`src/rtl/core/twem_pkg.sv`:
```
// Shared types, constants and helper functions for the twist exponential map.
// Depends on nothing; every other file of the block but twem_if imports it.
package twem_pkg;

    localparam int CORDIC_STEPS_DEF = 24;
    localparam int DATA_WIDTH_DEF   = 32;

    // Number of compare-subtract cells in the angle reduction chain.
    localparam int MOD_CELLS = 15;

    localparam int MOD_W = 51;   // reduction chain width, unsigned
    localparam int CW    = 36;   // CORDIC datapath width, signed

    typedef logic signed [31:0] word_t;
    typedef logic signed [71:0] wide_t;

    localparam logic [MOD_W-1:0]   TWO_PI_Q32     = 51'h6487ED511;
    localparam logic signed [37:0] PI_Q32         = 38'sh3243F6A89;
    localparam logic signed [37:0] HALF_PI_Q32    = 38'sh1921FB544;
    localparam logic signed [37:0] TWO_PI_Q32_S   = 38'sh6487ED511;
    localparam logic signed [CW-1:0] CORDIC_INV_GAIN = 36'sh026DD3B6A;
    localparam word_t Q30_ONE    = 32'sh40000000;
    localparam word_t AXIS_LIMIT = 32'sd65536;

    typedef struct packed {
        word_t v0;
        word_t v1;
        word_t v2;
        word_t w0;
        word_t w1;
        word_t w2;
        word_t th;
        logic  zero;
        logic  flip;
    } side_t;

    typedef struct packed {
        logic signed [CW-1:0] x;
        logic signed [CW-1:0] y;
        logic signed [CW-1:0] z;
    } cordic_t;

    // Arctangent of 2^-i in Q2.30.
    function automatic word_t atan_entry(input int unsigned i);
        word_t a;
        case (i)
            0:  a = 32'sh3243F6A8;
            1:  a = 32'sh1DAC6705;
            2:  a = 32'sh0FADBAFC;
            3:  a = 32'sh07F56EA6;
            4:  a = 32'sh03FEAB76;
            5:  a = 32'sh01FFD55B;
            6:  a = 32'sh00FFFAAA;
            7:  a = 32'sh007FFF55;
            8:  a = 32'sh003FFFEA;
            9:  a = 32'sh001FFFFD;
            10: a = 32'sh000FFFFF;
            11: a = 32'sh0007FFFF;
            12: a = 32'sh0003FFFF;
            13: a = 32'sh0001FFFF;
            14: a = 32'sh0000FFFF;
            15: a = 32'sh00007FFF;
            16: a = 32'sh00003FFF;
            17: a = 32'sh00001FFF;
            18: a = 32'sh00000FFF;
            19: a = 32'sh000007FF;
            20: a = 32'sh000003FF;
            21: a = 32'sh000001FF;
            22: a = 32'sh000000FF;
            23: a = 32'sh0000007F;
            24: a = 32'sh0000003F;
            25: a = 32'sh0000001F;
            26: a = 32'sh0000000F;
            27: a = 32'sh00000008;
            28: a = 32'sh00000004;
            29: a = 32'sh00000002;
            30: a = 32'sh00000001;
            default: a = 32'sh00000000;
        endcase
        return a;
    endfunction

    // Drop 30 fraction bits, rounding to nearest with halves going up.
    function automatic wide_t rnd30(input wide_t x);
        return (x + (72'sd1 <<< 29)) >>> 30;
    endfunction

endpackage

```
`src/rtl/core/twem_mod_cell.sv`:
```
// One cell of the angle reduction chain: a conditional subtract of 2*pi << K.
// Depends on twem_pkg.
module twem_mod_cell
    import twem_pkg::*;
#(
    parameter int K = 0
)
(
    input  logic             clk,
    input  logic             rst_n,
    input  logic             adv,
    input  logic             valid_in,
    input  logic [MOD_W-1:0] r_in,
    input  side_t            side_in,
    output logic             valid_out,
    output logic [MOD_W-1:0] r_out,
    output side_t            side_out
);

    localparam logic [MOD_W-1:0] SUB = TWO_PI_Q32 << K;

    logic             valid_reg;
    logic [MOD_W-1:0] r_reg;
    logic [MOD_W-1:0] r_next;
    side_t            side_reg;

    always_comb
    begin
        r_next = (r_in >= SUB) ? (r_in - SUB) : r_in;
    end

    always_ff @(posedge clk or negedge rst_n)
    begin
        if (!rst_n)
        begin
            valid_reg <= 1'b0;
        end
        else if (adv)
        begin
            valid_reg <= valid_in;
        end
    end

    always_ff @(posedge clk)
    begin
        if (adv)
        begin
            r_reg    <= r_next;
            side_reg <= side_in;
        end
    end

    assign valid_out = valid_reg;
    assign r_out     = r_reg;
    assign side_out  = side_reg;

endmodule

```
`config.mk`:
```
export PLATFORM = sky130hd
export DESIGN_NAME = twem_mod_cell
export DESIGN_NICKNAME = d
export VERILOG_FILES = /design/src/rtl/core/twem_pkg.sv /design/src/rtl/core/twem_mod_cell.sv
export SDC_FILE = /design/constraint.sdc
export NUM_CORES = 1
export LEC_CHECK = 0
export BUFFER_PORTS_ARGS = -buffer_cell sky130_fd_sc_hd__buf_2
export CAP_MARGIN = 10
export CELL_PAD_IN_SITES_DETAIL_PLACEMENT = 0
export CELL_PAD_IN_SITES_GLOBAL_PLACEMENT = 1
export CORE_AREA = 2 2 218 220
export DETAILED_ROUTE_END_ITERATION = 12
export DIE_AREA = 0 0 220 222
export HOLD_SLACK_MARGIN = 0.08
export MAX_ROUTING_LAYER = met4
export PLACE_DENSITY_LB_ADDON = 0.1
export REMOVE_ABC_BUFFERS = 1
export SYNTH_ARGS = -nofsm -noshare
export SYNTH_HDL_FRONTEND = slang
export SYNTH_SLANG_ARGS = --single-unit
```
`constraint.sdc`:
```
create_clock -name clk -period 1.05 [get_ports clk]
set_input_delay 0.0525 -clock clk [delete_from_list [all_inputs] [get_ports clk]]
set_output_delay 0.0525 -clock clk [all_outputs]
set_load 0.01 [all_outputs]
```
==> impl_metrics.ini <==
[grt]
grt-ovfl-total = 0
antenna_found_initial = 2
grt_usage_pct = 17.1
grt_pass1_vias = 9111
grt_pass1_wl_um = 59600
grt_max_degree = 55

[yosys]
ys_seq_area_share_pct = 83.4
synthCells = 512
synth.cell_area_um2 = 10000
yosysUniqueCellTypes = 55
yosys_most_used_dff = edfxtp_1
synth_edf_count = 277
syn_avg_cell_area_um2 = 19.5
synth-seq-cells = 278
yosysWarnings = 0
postSynth.asyncResetShare_pct = 0.360

[sta]
hold_violations = 3
rsz0062_at_grt = yes
worst_slack_ns = -0.581
fmaxAchievable_mhz = 613
setup_viol = 329
fin_worst_skew_ns = 0
min_period_over_period_pct = 155
timing.hold.ws_ns = -0.167
slew_viol_final = 0
min_period_ns = 1.63
slew_headroom_pct = 48.8
tightest_slew_ns = 0.758

[clock_network]
clkSlewWorstSetupHoldPaths_ns = 0.06
cts_buffer_depth = 3
cts_hold_buf = 277
cts_tree = yes
numCtsBuffers = 35
clk-insertion-delay-late_ns = 0.54
cts_sinks = 278
cts-root-buf = clkbuf_16
htreeDepth = 2

[run_status]
status = complete, but fails checks
violations = negative hold slack, negative setup slack

[floorplan]
initial_core_util_pct = 21.6
dieArea_um2 = 48800
rows = 79
fp.dieW_um = 220
die_h_um = 222
coreArea_um2 = 46300
io_pins = 559

[drt]
viasPerCell = 3.96
routed_wl_um = 42000
drt_iter0_drc = 343
ant_nets = 0
via_count = 8608
wl_per_cell_um = 19.3
drc = 0
first_pass_iters = 4

[setup_path]
worstPathMaxFanout = 5
cp.arrival_ns = 1.90
critPathKind = in2reg
cp.required_ns = 1.32
cp-start-kind = primary input
end_kind = flip-flop

[place]
numPortBuffers = 558
dp_hpwl_um = 31900
dpl_worst_slack_ns = -1.40
finalWeightedCongestion = 0.801

[layout]
area_delta_synth_final_pct = 96.4
nets = 1824
seqCellArea_um2 = 8340
final_common_cell = buf_2
multi_input_area_um2 = 2080
layout_common_cells = buf_2 (514), dlygate4sd3_1 (277), edfxtp_1 (277)
n_fill_cell = 4444
layout-drive-gt1-share_pct = 54.3

[pwr]
vdd.ir_drop.worst_uv = 1180
power_density_nw_per_um2 = 1520
power.leakage_nw = 8.22

[run]
maxCapViolations = 0

[hold_path]
min_path_type = in2reg
-- cells in the mapped netlist (all sizes together), types with 3 or more instances --
master / count / area, um^2
a21o: 3 / 22.5
nor2: 23 / 86.3
nand2: 23 / 86.3
inv: 7 / 26.3
nor3: 11 / 55.1
o211ai: 4 / 35.0
nand4: 3 / 18.8
a2111oi: 4 / 60.1
nand3b: 3 / 22.5
a21oi: 12 / 60.1
xor2: 31 / 272
or2: 4 / 25.0
buf: 4 / 26.3
nor4: 13 / 134
nand3: 7 / 35.0
xnor2: 19 / 166
o21ai: 14 / 70.1
a211oi: 10 / 95.1
clkbuf: 3 / 11.3
and2: 3 / 18.8
edfxtp: 277 / 8320
-- power breakdown --
| group | total [mW] | internal, mW | switching [mW] |
|---|---|---|---|
| logic | 4.48 | 2.36 | 2.12 |
| clock network | 11.9 | 7.18 | 4.74 |
| registers | 13.5 | 13.3 | 0.248 |
-- repair_timing --
action,4_1_cts,5_1_grt
hold endpoints to repair,411,3
cloned,2,0
setup buffers,11,10
gates resized for setup,118,58
endpoints found under the setup margin,329,329
pin swaps,23,14
-- final cells by class --
type | count | area share, %
Inverter | 7 | 0.134
Multi-Input combinational cell | 220 | 10.6
Antenna cell | 2 | 0.0255
Clock inverter | 17 | 0.866
Clock buffer | 46 | 4.88
Tap cell | 607 | 3.87
Timing Repair Buffer | 999 | 37.2
Sequential cell | 278 | 42.5
-- registers in the layout, indices dropped and copies added, names as in the netlist --
signal,flops
r_out,51
valid_out,1
side_out,226
-- routing by layer --
layer	GRT usage (%)	share of wire, %	vias up
met1	18.6	38	4138
li1	-	-	4092
met2	31.1	54	318
met5	-	0	-
met3	3.47	6.1	60
met4	5.15	2.2	0
-- worst max-delay path: stages --
cell     delay (ns)
buf_6          0.09
or4_4          0.57
nor4_4         0.20
a41oi_2        0.20
o211a_4        0.24
buf_12         0.16
buf_4          0.14
nor3_4         0.15
xor2_1         0.08
-- final timing paths --
| check | slack (ns) | startpoint | end | cells past startpoint |
|---|---|---|---|---|
| min in group asynchronous | 0.36 | rst_n | valid_out | 3 |
| max in group asynchronous | 0.59 | rst_n | valid_out | 3 |
| setup / recovery | -0.58 | r_in[25] | r_out[43] | 9 |
| hold reg to reg | 0.51 | valid_out | valid_out | 1 |
| setup reg to reg | 0.31 | valid_out | valid_out | 1 |
| hold / removal | -0.17 | r_in[0] | r_out[0] | 2 |
-- stage by stage --
stage	setup TNS (ns)	area (um^2)	utilization (%)	power, mW	cells
after floorplan	-53.76	9970	-	14.6	505
after global placement	-58.95	14800	31.9	17.1	1813
after detailed placement	-59.17	14800	31.9	17.1	1813
after CTS	-47.05	19300	41.8	30.3	2165
after global routing	-54.83	19600	42.5	31.1	2176
final	-37.74	19600	42.5	29.9	2176
-- cell families after synthesis --
| logic type | Yosys count | synth area share, % |
|---|---|---|
| xor+xnor | 50 | 4.38 |
| buf+inv | 14 | 0.638 |
| mux | 1 | 0.113 |
| compound gates | 63 | 5.02 |
| fa+ha+maj | 2 | 0.250 |
| simple gates | 104 | 6.22 |
| flops | 278 | 83.4 |
Note: power is estimated with default switching activity, not from simulation.
