File: src/rtl/core/twem_pkg.sv
// Shared types, constants and helper functions for the twist exponential map.
// Depends on nothing; every other file of the block but twem_if imports it.
package twem_pkg;

    localparam int CORDIC_STEPS_DEF = 24;
    localparam int DATA_WIDTH_DEF   = 32;

    // Number of compare-subtract cells in the angle reduction chain.
    localparam int MOD_CELLS = 15;

    localparam int MOD_W = 51;   // reduction chain width, unsigned
    localparam int CW    = 36;   // CORDIC datapath width, signed

    typedef logic signed [31:0] word_t;
    typedef logic signed [71:0] wide_t;

    localparam logic [MOD_W-1:0]   TWO_PI_Q32     = 51'h6487ED511;
    localparam logic signed [37:0] PI_Q32         = 38'sh3243F6A89;
    localparam logic signed [37:0] HALF_PI_Q32    = 38'sh1921FB544;
    localparam logic signed [37:0] TWO_PI_Q32_S   = 38'sh6487ED511;
    localparam logic signed [CW-1:0] CORDIC_INV_GAIN = 36'sh026DD3B6A;
    localparam word_t Q30_ONE    = 32'sh40000000;
    localparam word_t AXIS_LIMIT = 32'sd65536;

    typedef struct packed {
        word_t v0;
        word_t v1;
        word_t v2;
        word_t w0;
        word_t w1;
        word_t w2;
        word_t th;
        logic  zero;
        logic  flip;
    } side_t;

    typedef struct packed {
        logic signed [CW-1:0] x;
        logic signed [CW-1:0] y;
        logic signed [CW-1:0] z;
    } cordic_t;

    // Arctangent of 2^-i in Q2.30.
    function automatic word_t atan_entry(input int unsigned i);
        word_t a;
        case (i)
            0:  a = 32'sh3243F6A8;
            1:  a = 32'sh1DAC6705;
            2:  a = 32'sh0FADBAFC;
            3:  a = 32'sh07F56EA6;
            4:  a = 32'sh03FEAB76;
            5:  a = 32'sh01FFD55B;
            6:  a = 32'sh00FFFAAA;
            7:  a = 32'sh007FFF55;
            8:  a = 32'sh003FFFEA;
            9:  a = 32'sh001FFFFD;
            10: a = 32'sh000FFFFF;
            11: a = 32'sh0007FFFF;
            12: a = 32'sh0003FFFF;
            13: a = 32'sh0001FFFF;
            14: a = 32'sh0000FFFF;
            15: a = 32'sh00007FFF;
            16: a = 32'sh00003FFF;
            17: a = 32'sh00001FFF;
            18: a = 32'sh00000FFF;
            19: a = 32'sh000007FF;
            20: a = 32'sh000003FF;
            21: a = 32'sh000001FF;
            22: a = 32'sh000000FF;
            23: a = 32'sh0000007F;
            24: a = 32'sh0000003F;
            25: a = 32'sh0000001F;
            26: a = 32'sh0000000F;
            27: a = 32'sh00000008;
            28: a = 32'sh00000004;
            29: a = 32'sh00000002;
            30: a = 32'sh00000001;
            default: a = 32'sh00000000;
        endcase
        return a;
    endfunction

    // Drop 30 fraction bits, rounding to nearest with halves going up.
    function automatic wide_t rnd30(input wide_t x);
        return (x + (72'sd1 <<< 29)) >>> 30;
    endfunction

endpackage

File: src/rtl/core/twem_cordic_cell.sv
// One rotation-mode CORDIC micro-rotation with a fixed shift of I.
// Depends on twem_pkg.
module twem_cordic_cell
    import twem_pkg::*;
#(
    parameter int I = 0
)
(
    input  logic    clk,
    input  logic    rst_n,
    input  logic    adv,
    input  logic    valid_in,
    input  cordic_t d_in,
    input  side_t   side_in,
    output logic    valid_out,
    output cordic_t d_out,
    output side_t   side_out
);

    localparam logic signed [CW-1:0] ATAN = CW'(atan_entry(I));

    logic    valid_reg;
    cordic_t d_reg;
    cordic_t d_next;
    side_t   side_reg;
    logic signed [CW-1:0] dx;
    logic signed [CW-1:0] dy;

    always_comb
    begin
        dx = d_in.y >>> I;
        dy = d_in.x >>> I;
        if (d_in.z >= 0)
        begin
            d_next.x = d_in.x - dx;
            d_next.y = d_in.y + dy;
            d_next.z = d_in.z - ATAN;
        end
        else
        begin
            d_next.x = d_in.x + dx;
            d_next.y = d_in.y - dy;
            d_next.z = d_in.z + ATAN;
        end
    end

    always_ff @(posedge clk or negedge rst_n)
    begin
        if (!rst_n)
        begin
            valid_reg <= 1'b0;
        end
        else if (adv)
        begin
            valid_reg <= valid_in;
        end
    end

    always_ff @(posedge clk)
    begin
        if (adv)
        begin
            d_reg    <= d_next;
            side_reg <= side_in;
        end
    end

    assign valid_out = valid_reg;
    assign d_out     = d_reg;
    assign side_out  = side_reg;

endmodule

File: config.mk
export PLATFORM = sky130hd
export DESIGN_NAME = twem_cordic_cell
export DESIGN_NICKNAME = d
export VERILOG_FILES = /design/src/rtl/core/twem_pkg.sv /design/src/rtl/core/twem_cordic_cell.sv
export SDC_FILE = /design/constraint.sdc
export NUM_CORES = 1
export LEC_CHECK = 0
export ABC_CLOCK_PERIOD_IN_PS = 800
export BUFFER_PORTS_ARGS = -buffer_cell sky130_fd_sc_hd__buf_4
export CELL_PAD_IN_SITES_DETAIL_PLACEMENT = 0
export CELL_PAD_IN_SITES_GLOBAL_PLACEMENT = 1
export CORE_AREA = 8 8 256 258
export DETAILED_ROUTE_END_ITERATION = 8
export DIE_AREA = 0 0 264 266
export HOLD_SLACK_MARGIN = 0.08
export PLACE_DENSITY_LB_ADDON = 0.1
export SYNTH_ARGS = -nofsm -noshare
export SYNTH_HDL_FRONTEND = slang
export SYNTH_SLANG_ARGS = --single-unit
File: constraint.sdc
create_clock -name clk -period 0.8 [get_ports clk]
set_input_delay 0.12 -clock clk [delete_from_list [all_inputs] [get_ports clk]]
set_output_delay 0.12 -clock clk [all_outputs]
set_load 0.1 [all_outputs]
==> metrics.cfg, run 1 <==
[status]
outcome=finished with violations
violations=negative hold slack, negative setup slack

[floorplanning]
dieArea_mm2=0.0702
dieWidth_um=264
coreArea_mm2=0.0613
rows=91
io_pins=673
die-height_um=266
floorplan.initialDensity_pct=29.1

[routing]
first_pass_iters=6
avgRoutedWirePerCell_um=24.8
vias=18500
routed_wl_um=95500
drc=0
final_antenna_net_count=0
dr.first_iter.drc_count=1047
viasPerCell=4.81

[timing]
setup_viol=443
fmax_mhz=324
min_period_ps=3090
finalHoldViolations=1
worst_pin_slew_ps=652
finClkSkew_ps=0
rsz0062_at_grt=yes
slew_headroom_pct=56.2
fin_ws_ps=-2290
min_period_over_period_pct=386
hold_slack_ps=-1.43
fin_setup_tns_ps=-310680
drv_slew=0

[logic_synthesis]
synthCells=1507
yosys-top-cells-area=edfxtp_1 (56%), ha_1 (9.6%), a21oi_1 (4.0%)
synth_nets=1986
synth_top_family_by_area=compound AO/OA/AOI/OAI gates
syn-cell-area_mm2=0.0178
synthAdderAreaFrac_pct=10.1
synth_mux_area_share_pct=0.401
synth-seq-cells=334
synth-xor-area-share_pct=4.77
synth.avg_cell_area_um2=11.8
async_flop_share_pct=0.299
netlist-cell-type-count=77
yosysTopAreaCellShare_pct=56.2
synth_edf_count=333
seq_area_frac_synth_pct=56.3
yosys.area_share.simple_pct=8.98
synth_compound_area_share_pct=15.8
synth-main-ff-cell=edfxtp_1
synth_top_area_cell=edfxtp_1
synth_warnings=0

[placed_design]
port_buffers=672
place.gp.congestion=0.919
dpl.hpwl_um=75500
place_ws_ps=-3110

[power]
max-vdd-ir-drop_mv=1.65
pwr-share-clk_pct=23.9
power_switching_mw=31.2
pwr-share-comb_pct=45.9
p_leak_nw=15.9
pwr-share-seq_pct=30.2
powerDensity_mw_per_mm2=2070
p_int_mw=44.0
sw_frac_of_total_pct=41.5

[layout]
nets=3496
drive_above_1_share_pct=54.8
final_cell_mix=buf_4 (849), buf_6 (376), edfxtp_1 (333)
final_common_cell=buf_4
area_delta_synth_final_pct=104
postLayoutCoreUtil_pct=59.2

[setup_path]
slowest_stage=a211oi_2
cp.required_ps=1130
cp.arrival_ps=3410
crit_type=in -> reg
start_kind=input pin
cp-end-kind=register
path_cells=buf_4 -> nor4_2 -> buf_4 -> nand4_1 -> nor3_2 -> nand2b_4 -> inv_8 -> buf_6 -> ha_4 -> nand4_1 -> nor2_1 -> a211oi_2 -> o221ai_4 -> a211o_1 -> a21oi_2 -> o21ai_2 -> a311o_1 -> xor2_1
max_stage_delay_ps=340
crit_fanout=8

[run]
max_cap_viol_count=0

[cts]
cts_sinks=334
cts_buffer_depth=3
cts_buffers=41
clkTransAtPathRegs_ps=60
cts_max_level=2
hold_buffers=234
clock_latency_ps=570
cts-root-buf=clkbuf_16
cts_tree=built

[grt]
grt_max_degree=46
grt_pass1_wl_um=137000
grt_pass1_vias=19100
overflow=0
grt_util_all_layers_pct=26.0
antenna_found_initial=8

[min_path]
min_path_type=in -> reg

## repair_timing
action,CTS,global route
endpoints found under the hold margin,282,45
gates cloned,7,0
setup endpoints to repair,438,443
pin swaps,141,101
setup buffers,55,35
gates resized for setup,639,144
## area by class of cell
class	instances	area (µm²)
multi-input cells	1001	9290
diodes	11	27.5
flip-flops and latches	334	10000
repair buffers	1517	14100
clock inverters	25	236
inverters	122	523
well taps	790	988
clock buffers	49	1060
fillers	5057	25000
## metal layers
layer  vias to the layer above  routed length, µm  global-route usage (%)
met5                         -                 24                       0
met4                         4               2720                    6.81
met3                       123               5580                    5.55
met2                       585              47500                    45.2
met1                      9174              39700                    32.7
li1                       8627                  -                       -
## power by group through the flow
stage                     logic (mW)  clock network [mW]  registers [mW]
after floorplan                 5.54                   0            35.9
after global placement          29.4                   0            22.6
after detailed placement        29.4                   0            22.6
after CTS                       33.6                18.5            22.7
after global routing            35.7                19.0            22.9
final                           34.5                18.0            22.7
## synthesized netlist by cell type, types with 4 or more instances
cell type	number
o22ai_1	5
and3_1	13
o21bai_1	13
or3_1	9
fa_1	4
o311ai_0	5
nor3_1	30
buf_1	10
a31oi_1	9
a221o_1	4
nor2_1	97
xnor2_1	75
a31o_2	4
nor4_1	15
a21o_1	48
o21ai_1	5
inv_1	119
or4_1	4
nand4_1	10
mux2i_1	6
edfxtp_1	333
o21ai_0	74
or2_2	4
nand3_1	20
o31ai_1	14
o21a_1	18
a211o_1	6
and2_1	9
a211oi_1	18
nor2b_1	19
xor2_1	22
clkbuf_1	35
nand2b_1	14
ha_1	137
nand2_1	69
a2111oi_0	4
a21oi_1	143
o211ai_1	12
nor3b_1	4
## logic make-up after synthesis
family / count (synthesis)
flops: 334
mux: 7
simple gates: 326
fa+ha+maj: 141
buf+inv: 172
xor+xnor: 97
compound gates: 430
## metrics by stage
step | cells | hold WS, ps | total power, mW | instance area [µm²]
floorplan | 1507 | -176 | 41.4 | 18600
global placement | 3450 | -102 | 52.0 | 28500
detailed placement | 3450 | -101 | 52.0 | 28500
CTS | 3814 | -40.6 | 74.8 | 35400
global route | 3840 | -19.1 | 77.6 | 36200
finish | 3849 | -1.43 | 75.2 | 36200
## flip-flops by register name, indices dropped and copies added (netlist names)
name	flops
valid_out	1
side_out	226
d_out	107
## worst paths after layout
| path | start | to | slack, ps | depth (start not counted) |
|---|---|---|---|---|
| worst max-delay path | d_in[16] | d_out[28] | -2290 | 18 |
| worst min-delay path | d_in[71] | d_out[71] | -1 | 3 |
| worst max register to register | valid_out | valid_out | -60 | 1 |
| worst min register to register | valid_out | valid_out | 600 | 1 |
| max in group asynchronous | rst_n | valid_out | 240 | 3 |
| min in group asynchronous | rst_n | valid_out | 440 | 3 |
## worst max-delay path, delay by kind of cell
kind,cells,cell delay [ps]
adder cells (fa/ha/maj),1,230
XOR/XNOR,1,160
AND/OR/NAND/NOR,6,1060
AO/OA/AOI/OAI,6,1360
buffers and inverters,4,480
Power figures use the tool's default switching activity.
==> inputs of run 2 (changes only) <==
- CORE_AREA: 8 8 256 258 -> 4 4 259 261
- DIE_AREA: 0 0 264 266 -> 0 0 263 265
==> run 2 against run 1 <==
Against the previous run: final area fell by 3.1%; sequential share of layout area rose by 0.89 points; non-clock buffer count fell by 8; the flow finishes with violations (negative setup slack); setup slack improved by 90 ps; combinational power fell by 3%; utilization fell by 4.7 points; final cell count rose by 1.4%.
==> metrics.cfg, run 2 (synthesized netlist as in run 1, its figures left out) <==
[layout]
largest_reg_flops=226
nets=3489
area_delta_synth_final_pct=97.3
final_cell_mix=buf_4 (1108), edfxtp_1 (333), dlygate4sd3_1 (236)
final_cell_area_mm2=0.0351
final_common_cell=buf_4
stdcell_count=3901
drive_above_1_share_pct=54.5

[cts]
cts_sinks=334
clkTransAtPathRegs_ps=60
cts_max_level=2
cts-root-buf=clkbuf_16
hold_buffers=236
cts_buffer_depth=3
clock_latency_ps=570
cts_buffers=42
cts_tree=built

[timing]
finClkSkew_ps=0
hold_slack_ps=34.5
setup_viol=445
min_period_ps=3000
worst_pin_slew_ps=567
finalHoldViolations=0
min_period_over_period_pct=375
rsz0062_at_grt=yes
slew_headroom_pct=62.2
fin_ws_ps=-2200
fmax_mhz=334
drv_slew=0

[setup_path]
crit_type=in -> reg
cp-end-kind=register
r2r_cells=1
crit_fanout=14
cp.arrival_ps=3320
start_kind=input pin
regToRegSetupSlack_ps=-70
cp.required_ps=1120

[placed_design]
port_buffers=672
dpl.hpwl_um=79100
place.gp.congestion=0.951
dpl.cell_count=3521
placed_cell_area_mm2=0.0287

[power]
p_leak_nw=15.5
max-vdd-ir-drop_mv=1.66
powerDensity_mw_per_mm2=2130
power_mw=74.8

[grt]
grt_pass1_wl_um=137000
grt_util_all_layers_pct=26.7
antenna_found_initial=14
grt_max_degree=36
overflow=0
grt_pass1_vias=18900

[floorplanning]
dieWidth_um=263
dieArea_mm2=0.0697
die-height_um=265
coreArea_mm2=0.0645
rows=93
io_pins=673
floorplan.initialDensity_pct=27.6

[min_path]
holdPathStages=2
min_path_type=in -> reg

[routing]
first_pass_iters=5
dr.first_iter.drc_count=1231
viasPerCell=4.70
routed_wl_um=97500
vias=18400
drc=0
avgRoutedWirePerCell_um=25.0
final_antenna_net_count=0

[run]
max_cap_viol_count=0

[status]
violations=negative setup slack
outcome=finished with violations

[run 2: worst max-delay path: stages]
cell	delay (ps)
buf_4	130
nor4_4	250
buf_4	160
nand4_1	120
nor3_4	240
nand2b_4	190
buf_12	120
inv_12	60
ha_4	230
nor2b_4	130
o31a_1	310
o21ai_1	150
nand2_1	120
a2111oi_4	340
nor3_2	60
a21o_1	210
a221oi_2	290
xnor2_1	100
[run 2: power by group]
part           switching, mW  internal, mW  total, mW
Clock                   7.89          11.0       18.9
Sequential             0.790          21.6       22.4
Combinational           22.4          11.1       33.5
Total                   31.1          43.7       74.8
[run 2: per-stage QoR]
stage / setup WS [ps] / TNS [ps] / util (%)
2_1_floorplan: -2640 / -233950 / -
3_3_place_gp: -3110 / -265010 / 44.5
3_5_place_dp: -3110 / -265390 / 44.5
4_1_cts: -2140 / -329730 / 53.2
5_1_grt: -2320 / -343690 / 54.5
6_report: -2200 / -320540 / 54.5
[run 2: worst paths after layout]
path / end / start
setup / recovery: d_out[17] / d_in[16]
hold / removal: side_out[175] / adv
setup reg to reg: valid_out / valid_out
hold reg to reg: valid_out / valid_out
max in group asynchronous: valid_out / rst_n
min in group asynchronous: valid_out / rst_n
[run 2: per-layer routing]
layer	share of wire [%]	vias up	routed length [µm]	GRT usage (%)
met2	50	575	48300	46.7
met4	2.0	10	1950	4.45
met5	0.071	-	69	0
met1	42	9049	40900	34.7
li1	-	8615	-	-
met3	6.4	102	6230	5.65
[run 2: what timing repair did]
item / CTS / global route
pin swaps: 111 / 77
endpoints found under the hold margin: 275 / 31
gates cloned: 1 / 0
setup buffers: 47 / 28
resized for setup: 326 / 145
setup endpoints to repair: 438 / 445
[run 2: layout make-up]
cell class	instances	area (µm²)
inverters	122	522
fillers	5714	29300
clock inverters	19	220
diodes	7	17.5
clock buffers	54	1130
flip-flops and latches	334	10000
multi-input cells	1001	9230
well taps	855	1070
repair buffers	1509	12900
